--- config.mk ---
export PLATFORM = sky130hd
export DESIGN_NAME = fat32_cluster_chain_addresser
export DESIGN_NICKNAME = d
export VERILOG_FILES = /design/src/sv/fcca_pkg.sv /design/src/sv/fcca_geom.sv /design/src/sv/fcca_calc.sv /design/src/sv/fat32_cluster_chain_addresser.sv
export SDC_FILE = /design/constraint.sdc
export NUM_CORES = 2
export LEC_CHECK = 0
export ABC_AREA = 1
export BUFFER_PORTS_ARGS = -buffer_cell sky130_fd_sc_hd__buf_2
export CAP_MARGIN = 25
export CORE_MARGIN = 2
export CORE_UTILIZATION = 57
export CTS_CLUSTER_DIAMETER = 80
export DETAILED_ROUTE_END_ITERATION = 16
export PLACE_DENSITY = 0.78
export SLEW_MARGIN = 10
export SYNTH_ARGS = -nofsm -noshare
export SYNTH_HDL_FRONTEND = slang
export SYNTH_SLANG_ARGS = --single-unit
--- constraint.sdc ---
create_clock -name clock -period 7 [get_ports clock]
set_input_delay 1.05 -clock clock [delete_from_list [all_inputs] [get_ports clock]]
set_output_delay 1.05 -clock clock [all_outputs]
set_load 0.01 [all_outputs]
--- src/sv/fcca_pkg.sv ---
// Shared types and constants for the FAT32 cluster chain addresser.
package fcca_pkg;

   // Configuration register indexes.
   localparam logic [2:0] REG_PARTITION_START  = 3'd0;
   localparam logic [2:0] REG_RESERVED_SECTORS = 3'd1;
   localparam logic [2:0] REG_FAT_COPIES       = 3'd2;
   localparam logic [2:0] REG_FAT_LENGTH       = 3'd3;
   localparam logic [2:0] REG_SECTOR_SIZE_LOG2 = 3'd4;
   localparam logic [2:0] REG_CLUSTER_SECTORS  = 3'd5;
   localparam logic [2:0] REG_ROOT_ENTRIES     = 3'd6;

   // Result status codes.
   localparam logic [1:0] STATUS_OK       = 2'd0;
   localparam logic [1:0] STATUS_END      = 2'd1;
   localparam logic [1:0] STATUS_INVALID  = 2'd2;
   localparam logic [1:0] STATUS_NO_CHAIN = 2'd3;

   // Request kinds.
   localparam logic REQ_START    = 1'b0;
   localparam logic REQ_FAT_WORD = 1'b1;

   // FAT entry constants.
   localparam logic [31:0] CLUSTER_MASK  = 32'h0fff_ffff;
   localparam logic [27:0] END_OF_CHAIN  = 28'hfff_fff8;
   localparam logic [27:0] FIRST_CLUSTER = 28'd2;

   // Legal sector size range, as log2 of bytes.
   localparam logic [3:0] LG_MIN = 4'd9;
   localparam logic [3:0] LG_MAX = 4'd12;

   // Volume geometry terms precomputed from the configuration registers.
   typedef struct packed {
      logic [31:0] base_data;
      logic [31:0] base_fat;
      logic [3:0]  lg;
      logic [7:0]  cluster_sectors;
   } geom_type;

   // One result word.
   typedef struct packed {
      logic [1:0]  status;
      logic [27:0] chain_cluster;
      logic [31:0] data_sector;
      logic [31:0] fat_lba;
      logic [11:0] entry_offset;
   } result_type;

endpackage

--- src/sv/fcca_geom.sv ---
// Configuration registers and the precomputed volume geometry terms.
module fcca_geom
   import fcca_pkg::*;
(
   input  logic        clock,
   input  logic        reset,
   input  logic        csr_wr_en,
   input  logic [2:0]  csr_index,
   input  logic [31:0] csr_wdata,
   output geom_type    geom
);

   logic [31:0] partition_start_ff;
   logic [15:0] reserved_sectors_ff;
   logic [7:0]  fat_copies_ff;
   logic [31:0] fat_length_ff;
   logic [3:0]  sector_size_log2_ff;
   logic [7:0]  cluster_sectors_ff;
   logic [15:0] root_entries_ff;

   geom_type    geom_ff;
   geom_type    geom_in;

   logic [3:0]  lg;
   logic [39:0] fat_area;
   logic [21:0] root_bytes;
   logic [21:0] sector_mask;
   logic [21:0] root_round;
   logic [21:0] root_sectors;

   always_ff @(posedge clock) begin
      if (reset) begin
         partition_start_ff  <= 32'd0;
         reserved_sectors_ff <= 16'd32;
         fat_copies_ff       <= 8'd2;
         fat_length_ff       <= 32'd0;
         sector_size_log2_ff <= 4'd9;
         cluster_sectors_ff  <= 8'd8;
         root_entries_ff     <= 16'd0;
      end else if (csr_wr_en) begin
         unique case (csr_index)
            REG_PARTITION_START:  partition_start_ff  <= csr_wdata;
            REG_RESERVED_SECTORS: reserved_sectors_ff <= csr_wdata[15:0];
            REG_FAT_COPIES:       fat_copies_ff       <= csr_wdata[7:0];
            REG_FAT_LENGTH:       fat_length_ff       <= csr_wdata;
            REG_SECTOR_SIZE_LOG2: sector_size_log2_ff <= csr_wdata[3:0];
            REG_CLUSTER_SECTORS:  cluster_sectors_ff  <= csr_wdata[7:0];
            REG_ROOT_ENTRIES:     root_entries_ff     <= csr_wdata[15:0];
            default: ;
         endcase
      end
   end

   // Sector sizes outside 512 to 4096 bytes are clamped to the nearest end.
   always_comb begin
      if (sector_size_log2_ff < LG_MIN) begin
         lg = LG_MIN;
      end else if (sector_size_log2_ff > LG_MAX) begin
         lg = LG_MAX;
      end else begin
         lg = sector_size_log2_ff;
      end
   end

   // Root directory sectors: entries of 32 bytes, rounded up to whole sectors.
   assign fat_area     = 40'(fat_copies_ff) * 40'(fat_length_ff);
   assign root_bytes   = {1'b0, root_entries_ff, 5'b0_0000};
   assign sector_mask  = 22'((22'd1 << lg) - 22'd1);
   assign root_round   = root_bytes + sector_mask;
   assign root_sectors = root_round >> lg;

   always_comb begin
      geom_in.base_fat        = partition_start_ff + 32'(reserved_sectors_ff);
      geom_in.base_data       = geom_in.base_fat + fat_area[31:0] + 32'(root_sectors);
      geom_in.lg              = lg;
      geom_in.cluster_sectors = cluster_sectors_ff;
   end

   always_ff @(posedge clock) begin
      geom_ff <= geom_in;
   end

   assign geom = geom_ff;

endmodule

--- src/sv/fcca_calc.sv ---
// Per-word classification and sector address arithmetic.
module fcca_calc
   import fcca_pkg::*;
(
   input  geom_type    geom,
   input  logic        req_type,
   input  logic [31:0] req_value,
   input  logic        chain_open,
   output result_type  result,
   output logic        chain_open_in
);

   logic [31:0] masked;
   logic [27:0] cl;
   logic [27:0] cl_rel;
   logic [35:0] cluster_offset;
   logic [31:0] entry_byte;

   assign masked         = req_value & CLUSTER_MASK;
   assign cl             = masked[27:0];
   assign cl_rel         = cl - FIRST_CLUSTER;
   assign cluster_offset = 36'(cl_rel) * 36'(geom.cluster_sectors);
   assign entry_byte     = {2'b00, cl, 2'b00};

   always_comb begin
      result.status        = STATUS_OK;
      result.chain_cluster = cl;
      result.data_sector   = 32'd0;
      result.fat_lba       = 32'd0;
      result.entry_offset  = 12'd0;
      chain_open_in        = chain_open;
      if (req_type == REQ_FAT_WORD && !chain_open) begin
         result.status        = STATUS_NO_CHAIN;
         result.chain_cluster = 28'd0;
      end else if (cl >= END_OF_CHAIN) begin
         result.status = STATUS_END;
         chain_open_in = 1'b0;
      end else if (cl < FIRST_CLUSTER) begin
         result.status = STATUS_INVALID;
         chain_open_in = 1'b0;
      end else begin
         chain_open_in       = 1'b1;
         result.data_sector  = geom.base_data + cluster_offset[31:0];
         result.fat_lba      = geom.base_fat + (entry_byte >> geom.lg);
         result.entry_offset = entry_byte[11:0] & ~(12'hfff << geom.lg);
      end
   end

endmodule

--- src/sv/fat32_cluster_chain_addresser.sv ---
// Top level of the FAT32 cluster chain addresser: handshake pipeline and chain state.
// A word accepted into the input register moves on to the result register, which drives rsp_valid, once that has room.
// Throughput: one word per cycle while rsp_stall is low; the input register and the result register each hold one.
// Configuration takes effect for words accepted from the edge after the write onwards.
// Reset is synchronous and active high: it empties both registers, closes any open chain
// and restores the configuration registers to their documented defaults.
module fat32_cluster_chain_addresser
   import fcca_pkg::*;
(
   input  logic        clock,
   input  logic        reset,

   input  logic        csr_wr_en,
   input  logic [2:0]  csr_index,
   input  logic [31:0] csr_wdata,

   input  logic        req_valid,
   output logic        req_stall,
   input  logic        req_type,
   input  logic [31:0] req_value,

   output logic        rsp_valid,
   input  logic        rsp_stall,
   output logic [1:0]  rsp_status,
   output logic [27:0] rsp_chain_cluster,
   output logic [31:0] rsp_data_sector,
   output logic [31:0] rsp_fat_lba,
   output logic [11:0] rsp_entry_offset
);

   // The geometry unit keeps the configuration registers and folds every
   // cluster-independent term of the address sums into a registered base, so
   // that the per-word path holds only one small multiply, a subtract, a shift and two adds.
   geom_type    geom;

   // Input register: the word that is being worked on this cycle.
   logic        in_valid_ff;
   logic        in_valid_in;
   logic        in_type_ff;
   logic [31:0] in_value_ff;

   // Result register, which drives the rsp_ ports directly.
   logic        out_valid_ff;
   logic        out_valid_in;
   result_type  out_ff;

   // A chain is open between a good cluster and the next end or bad word.
   logic        chain_open_ff;
   logic        chain_open_in;

   result_type  result;
   logic        out_ready;
   logic        advance;
   logic        req_accept;

   fcca_geom u_geom (
      .clock     (clock),
      .reset     (reset),
      .csr_wr_en (csr_wr_en),
      .csr_index (csr_index),
      .csr_wdata (csr_wdata),
      .geom      (geom)
   );

   fcca_calc u_calc (
      .geom          (geom),
      .req_type      (in_type_ff),
      .req_value     (in_value_ff),
      .chain_open    (chain_open_ff),
      .result        (result),
      .chain_open_in (chain_open_in)
   );

   // The result register can take a new word when it is empty or is being
   // emptied in this cycle. The input word moves on whenever that is so, and
   // the input register can refill in the same cycle.
   assign out_ready  = !out_valid_ff || !rsp_stall;
   assign advance    = in_valid_ff && out_ready;
   assign req_stall  = in_valid_ff && !out_ready;
   assign req_accept = req_valid && !req_stall;

   assign in_valid_in  = req_accept || (in_valid_ff && !advance);
   assign out_valid_in = advance || (out_valid_ff && rsp_stall);

   always_ff @(posedge clock) begin
      if (reset) begin
         in_valid_ff   <= 1'b0;
         out_valid_ff  <= 1'b0;
         chain_open_ff <= 1'b0;
      end else begin
         in_valid_ff  <= in_valid_in;
         out_valid_ff <= out_valid_in;
         // The chain state changes exactly when a word is resolved, so the
         // following word in the input register always sees it up to date.
         if (advance) begin
            chain_open_ff <= chain_open_in;
         end
      end
   end

   always_ff @(posedge clock) begin
      if (req_accept) begin
         in_type_ff  <= req_type;
         in_value_ff <= req_value;
      end
      if (advance) begin
         out_ff <= result;
      end
   end

   assign rsp_valid         = out_valid_ff;
   assign rsp_status        = out_ff.status;
   assign rsp_chain_cluster = out_ff.chain_cluster;
   assign rsp_data_sector   = out_ff.data_sector;
   assign rsp_fat_lba       = out_ff.fat_lba;
   assign rsp_entry_offset  = out_ff.entry_offset;

`ifndef SYNTHESIS
   // A good cluster leaves a chain open for the next FAT word.
   assert property (@(posedge clock) disable iff (reset)
      advance && result.status == STATUS_OK |=> chain_open_ff)
      else $error("chain not open after a good cluster");

   // A word with no chain open leaves the chain state alone.
   assert property (@(posedge clock) disable iff (reset)
      advance && result.status == STATUS_NO_CHAIN |=> chain_open_ff == $past(chain_open_ff))
      else $error("chain state changed by an orphan FAT word");

   // Only a good cluster carries addresses.
   assert property (@(posedge clock) disable iff (reset)
      advance && result.status != STATUS_OK |=>
         rsp_data_sector == 32'd0 && rsp_fat_lba == 32'd0 && rsp_entry_offset == 12'd0)
      else $error("addresses given for a word that is not a good cluster");

   // The input side is held back only by a full, stalled result register.
   assert property (@(posedge clock) disable iff (reset)
      req_stall |-> rsp_valid && rsp_stall && in_valid_ff)
      else $error("input stalled without back-pressure from the result side");
`endif

endmodule

==> metrics.csv <==
stage,metric,value,unit
global_route,Total GRT Usage,0.3134,
sta,final slew viol count,0,
hold_path,HP Start,u_geom.cluster_sectors_ff[5],
sta,max_slew headroom,0.2743,
setup_path,critical path's most frequent cell,nand2_1,
detailed_routing,detailed-router iteration count before antenna repair,8,
power,Sw Share,0.4116,
global_route,pin count of the biggest net entering global routing,118,
setup_path,Critical Path Fanout Max,4,
synthesis,number of distinct library cells after synthesis,59,
sta,Final Cycle Share,0.9633,
global_route,vias in the first global route,27231,
floorplanning,Chip Width,242.3,um
cells_and_area,fill count,4881,
sta,Tmin final,6743,ps
hold_path,Min-Delay Path Class,register to register,
clocking,CTS Sinks,328,
clocking,hold_buf cts,0,
flow_run,max-cap viol count,0,
setup_path,"delay-heaviest family, CP",adder cells,
placement,post-DP HPWL,73.51,mm
setup_path,CP bufs+invs,4,
sta,"Hold Vio Cnt, Final",0,
synthesis,top post-synthesis cells by area,"fa_1 24%, edfxtp_1 12%, dfxtp_1 12%",
hold_path,hold endpoint,u_geom.geom[5],
placement,I/O Buffers,174,
hold_path,WHS Path Cells,0,
setup_path,Worst EP required,7440,ps
setup_path,CP Data Arrival Time,7180,ps
floorplanning,site row count,87,
clocking,Max Buffers Root-to-Sink,3,
cells_and_area,NumNets Final,4971,
detailed_routing,DRC viols,0,
setup_path,r2r setup slk,260,ps
placement,Setup WS pre-CTS,-110.3,ps
synthesis,Mapped Cells,4183,
clocking,CTS tree,done,
power,Gate power share,0.459,
synthesis,post-synth top area share,0.2400,
setup_path,RR Startpoint,u_geom.sector_size_log2_ff[1],
cells_and_area,fraction of layout cells with a size suffix above 1,0.09080,
detailed_routing,final wirelength,91.33,mm
clocking,CTS buffer count,38,
detailed_routing,DRT iter0 DRCs,2497,
global_route,first-pass GRT wire length,145.4,mm
global_route,initial antenna violation count,0,
sta,Least-Margin Pin Slew,1087,ps
power,cell leakage power,0.01756,uW
floorplanning,Die H,242.3,um
power,Final Power,8253,uW
synthesis,synthesized area,0.03236,mm^2
power,Peak VDD IR,273.8,uV
setup_path,CP max stage cell,fa_2,
sta,"Worst Setup Slack, final",256.7,ps
floorplanning,area of the die,0.05870,mm^2
clocking,H-tree depth,2,
power,sequential share of power,0.288,
synthesis,"flops & latches, synth",328,
power,internal power component,4856,uW
clocking,Root Driver,clkbuf_16,
floorplanning,IO Pins,181,
cells_and_area,Final Util,0.6351,
synthesis,warning count from the yosys run,0,
cells_and_area,area delta synth->final,10.43,%
floorplanning,Initial Util,0.5751,
setup_path,Worst Reg-to-Reg Cells,35,
global_route,Overflow after GRT,0,
sta,skew final,28.16,ps
sta,fmax,0.1483,GHz
cells_and_area,# diodes,0,
clocking,"Clk Latency, worst-skew pair",580,ps
sta,final setup fails,0,
sta,Setup TNS Final,0,ps
setup_path,worst stage delay on the critical path,590,ps
setup_path,Critical Path Source,u_geom.sector_size_log2_ff[1],
clocking,clk slew on worst S/H paths,60,ps
power,PwrDens,230.9,mW/mm^2
synthesis,Synth area leader,fa_1,
power,switching power total,3397,uW
synthesis,sequential area share after synthesis,0.2440,
power,Clock power frac,0.253,
setup_path,CP Capture Type,register,
placement,Placer Congestion,0.9810,
status,outcome,"complete, no violations",
setup_path,R2R Path End,u_geom.geom[65],
detailed_routing,drt wl/cell,17.85,um
detailed_routing,DR vias/cell,5.441,
setup_path,Crit Path Class,register to register,
synthesis,"Avg Cell Area, Syn",7.737,um^2
floorplanning,CORE AREA,0.05628,mm^2
detailed_routing,Vias,27844,
setup_path,crit start category,register,
detailed_routing,Final ANT Viol Nets,0,
cells in the mapped netlist, drive strengths merged:
cell,n
nand2,871
inv,863
nor2,488
fa,388
o21ai,278
a21oi,213
dfxtp,195
ha,176
edfxtp,133
nand3,128
clkbuf,110
xor2,52
nor3,41
nand4,39
xnor2,34
buf,26
mux2i,24
a21o,16
o21a,14
nor4,12
a31oi,10
nand3b,10
a21boi,9
o211ai,9
o21bai,9
o221ai,5
or2,5
a211oi,4
o22ai,3
a221oi,2
a32oi,2
and3,2
clkinv,2
conb,2
o311ai,2
o31ai,2
a31o,1
a41oi,1
and2,1
or3,1
power groups by stage:
stage | sequential, uW | combinational, uW | clock, uW
final | 2380 | 3790 | 2090
after floorplan | 2400 | 2600 | 0
after detailed placement | 2410 | 3650 | 0
after global placement | 2410 | 3570 | 0
after global routing | 2390 | 4280 | 2180
after CTS | 2380 | 3670 | 2110
metal layers:
layer | global-route usage | share of wire
met1 | 0.4124 | 0.41
met4 | 0.1327 | 0.047
met2 | 0.5154 | 0.46
met5 | 0 | 0
met3 | 0.05018 | 0.083
kinds of logic (layout without fill, tap and decap cells):
kind of cell,count (synthesis),after routing,share of synthesized area
xor gates and xnor gates,86,86,0.02327
and+or+nand+nor,1598,1598,0.2013
other,2,26,0.0002320
adders and majority gates,564,564,0.3080
buffers and inverters,1001,1155,0.1173
DFF,328,328,0.2440
muxes,24,24,0.007423
AOI/OAI and AO/OA,580,580,0.09843
worst register-to-register path: cells and delay by family, from the launching register on:
family | cells | cell delay (ps)
xor gates and xnor gates | 1 | 150
DFF | 1 | 380
AOI/OAI and AO/OA | 8 | 1260
adders and majority gates | 8 | 3350
and+or+nand+nor | 14 | 1260
buffers and inverters | 4 | 230
worst max path at each step:
| stage | endpoint | slack [ps] | cells after the start |
|---|---|---|---|
| after floorplan | u_geom.geom[65] | 250 | 37 |
| after global placement | u_geom.geom[65] | 30 | 34 |
| after detailed placement | u_geom.geom[65] | -110 | 34 |
| after CTS | u_geom.geom[66] | -9 | 35 |
| after global routing | u_geom.geom[66] | -70 | 37 |
| final | u_geom.geom[65] | 260 | 35 |
placed cells by master, fill, tap and decap left out, drive strengths merged, types with 34 or more instances in the layout:
cell    count
clkbuf     55
edfxtp    133
a21oi     213
inv       867
nand2     871
o21ai     278
xor2       52
fa        388
nand3     128
nor3       41
ha        176
nand4      39
dfxtp     195
buf       223
xnor2      34
nor2      488
timing repair:
action                     4_1_cts  5_1_grt
pin swaps                        0       14
setup endpoints to repair        8       24
setup buffers                    0        2
resized for setup                8       65
state kept, by name, summed over array words and instances (netlist names), 2 cells and up:
name / count
u_geom.geom: 76
rsp_data_sector: 32
rsp_fat_lba: 32
u_geom.fat_length_ff: 32
u_geom.partition_start_ff: 32
in_value_ff: 28
rsp_chain_cluster: 28
u_geom.reserved_sectors_ff: 16
u_geom.root_entries_ff: 16
rsp_entry_offset: 10
u_geom.cluster_sectors_ff: 8
u_geom.fat_copies_ff: 8
u_geom.sector_size_log2_ff: 4
rsp_status: 2
stage by stage:
| step | cell area (um^2) | instances | hold WS (ps) |
|---|---|---|---|
| 6_report | 35740 | 5117 | 342.8 |
| 5_1_grt | 35740 | 5117 | 356.5 |
| 4_1_cts | 35400 | 5112 | 344.8 |
| 3_5_place_dp | 34070 | 5045 | 333.9 |
| 3_3_place_gp | 34060 | 5044 | 332.6 |
| 2_1_floorplan | 32450 | 4207 | 325.9 |
layout make-up:
class / instances / area [um^2] / area share
clock buffer: 55 / 1130 / 0.03161
clock inverter: 12 / 177.7 / 0.004971
inverter: 865 / 3247 / 0.09085
multi-input combinational: 2878 / 21050 / 0.5889
sequential: 328 / 7900 / 0.2210
tap: 756 / 945.9 / 0.02647
timing repair buffer: 223 / 1294 / 0.03620
Note: power is estimated with default switching activity, not from simulation.
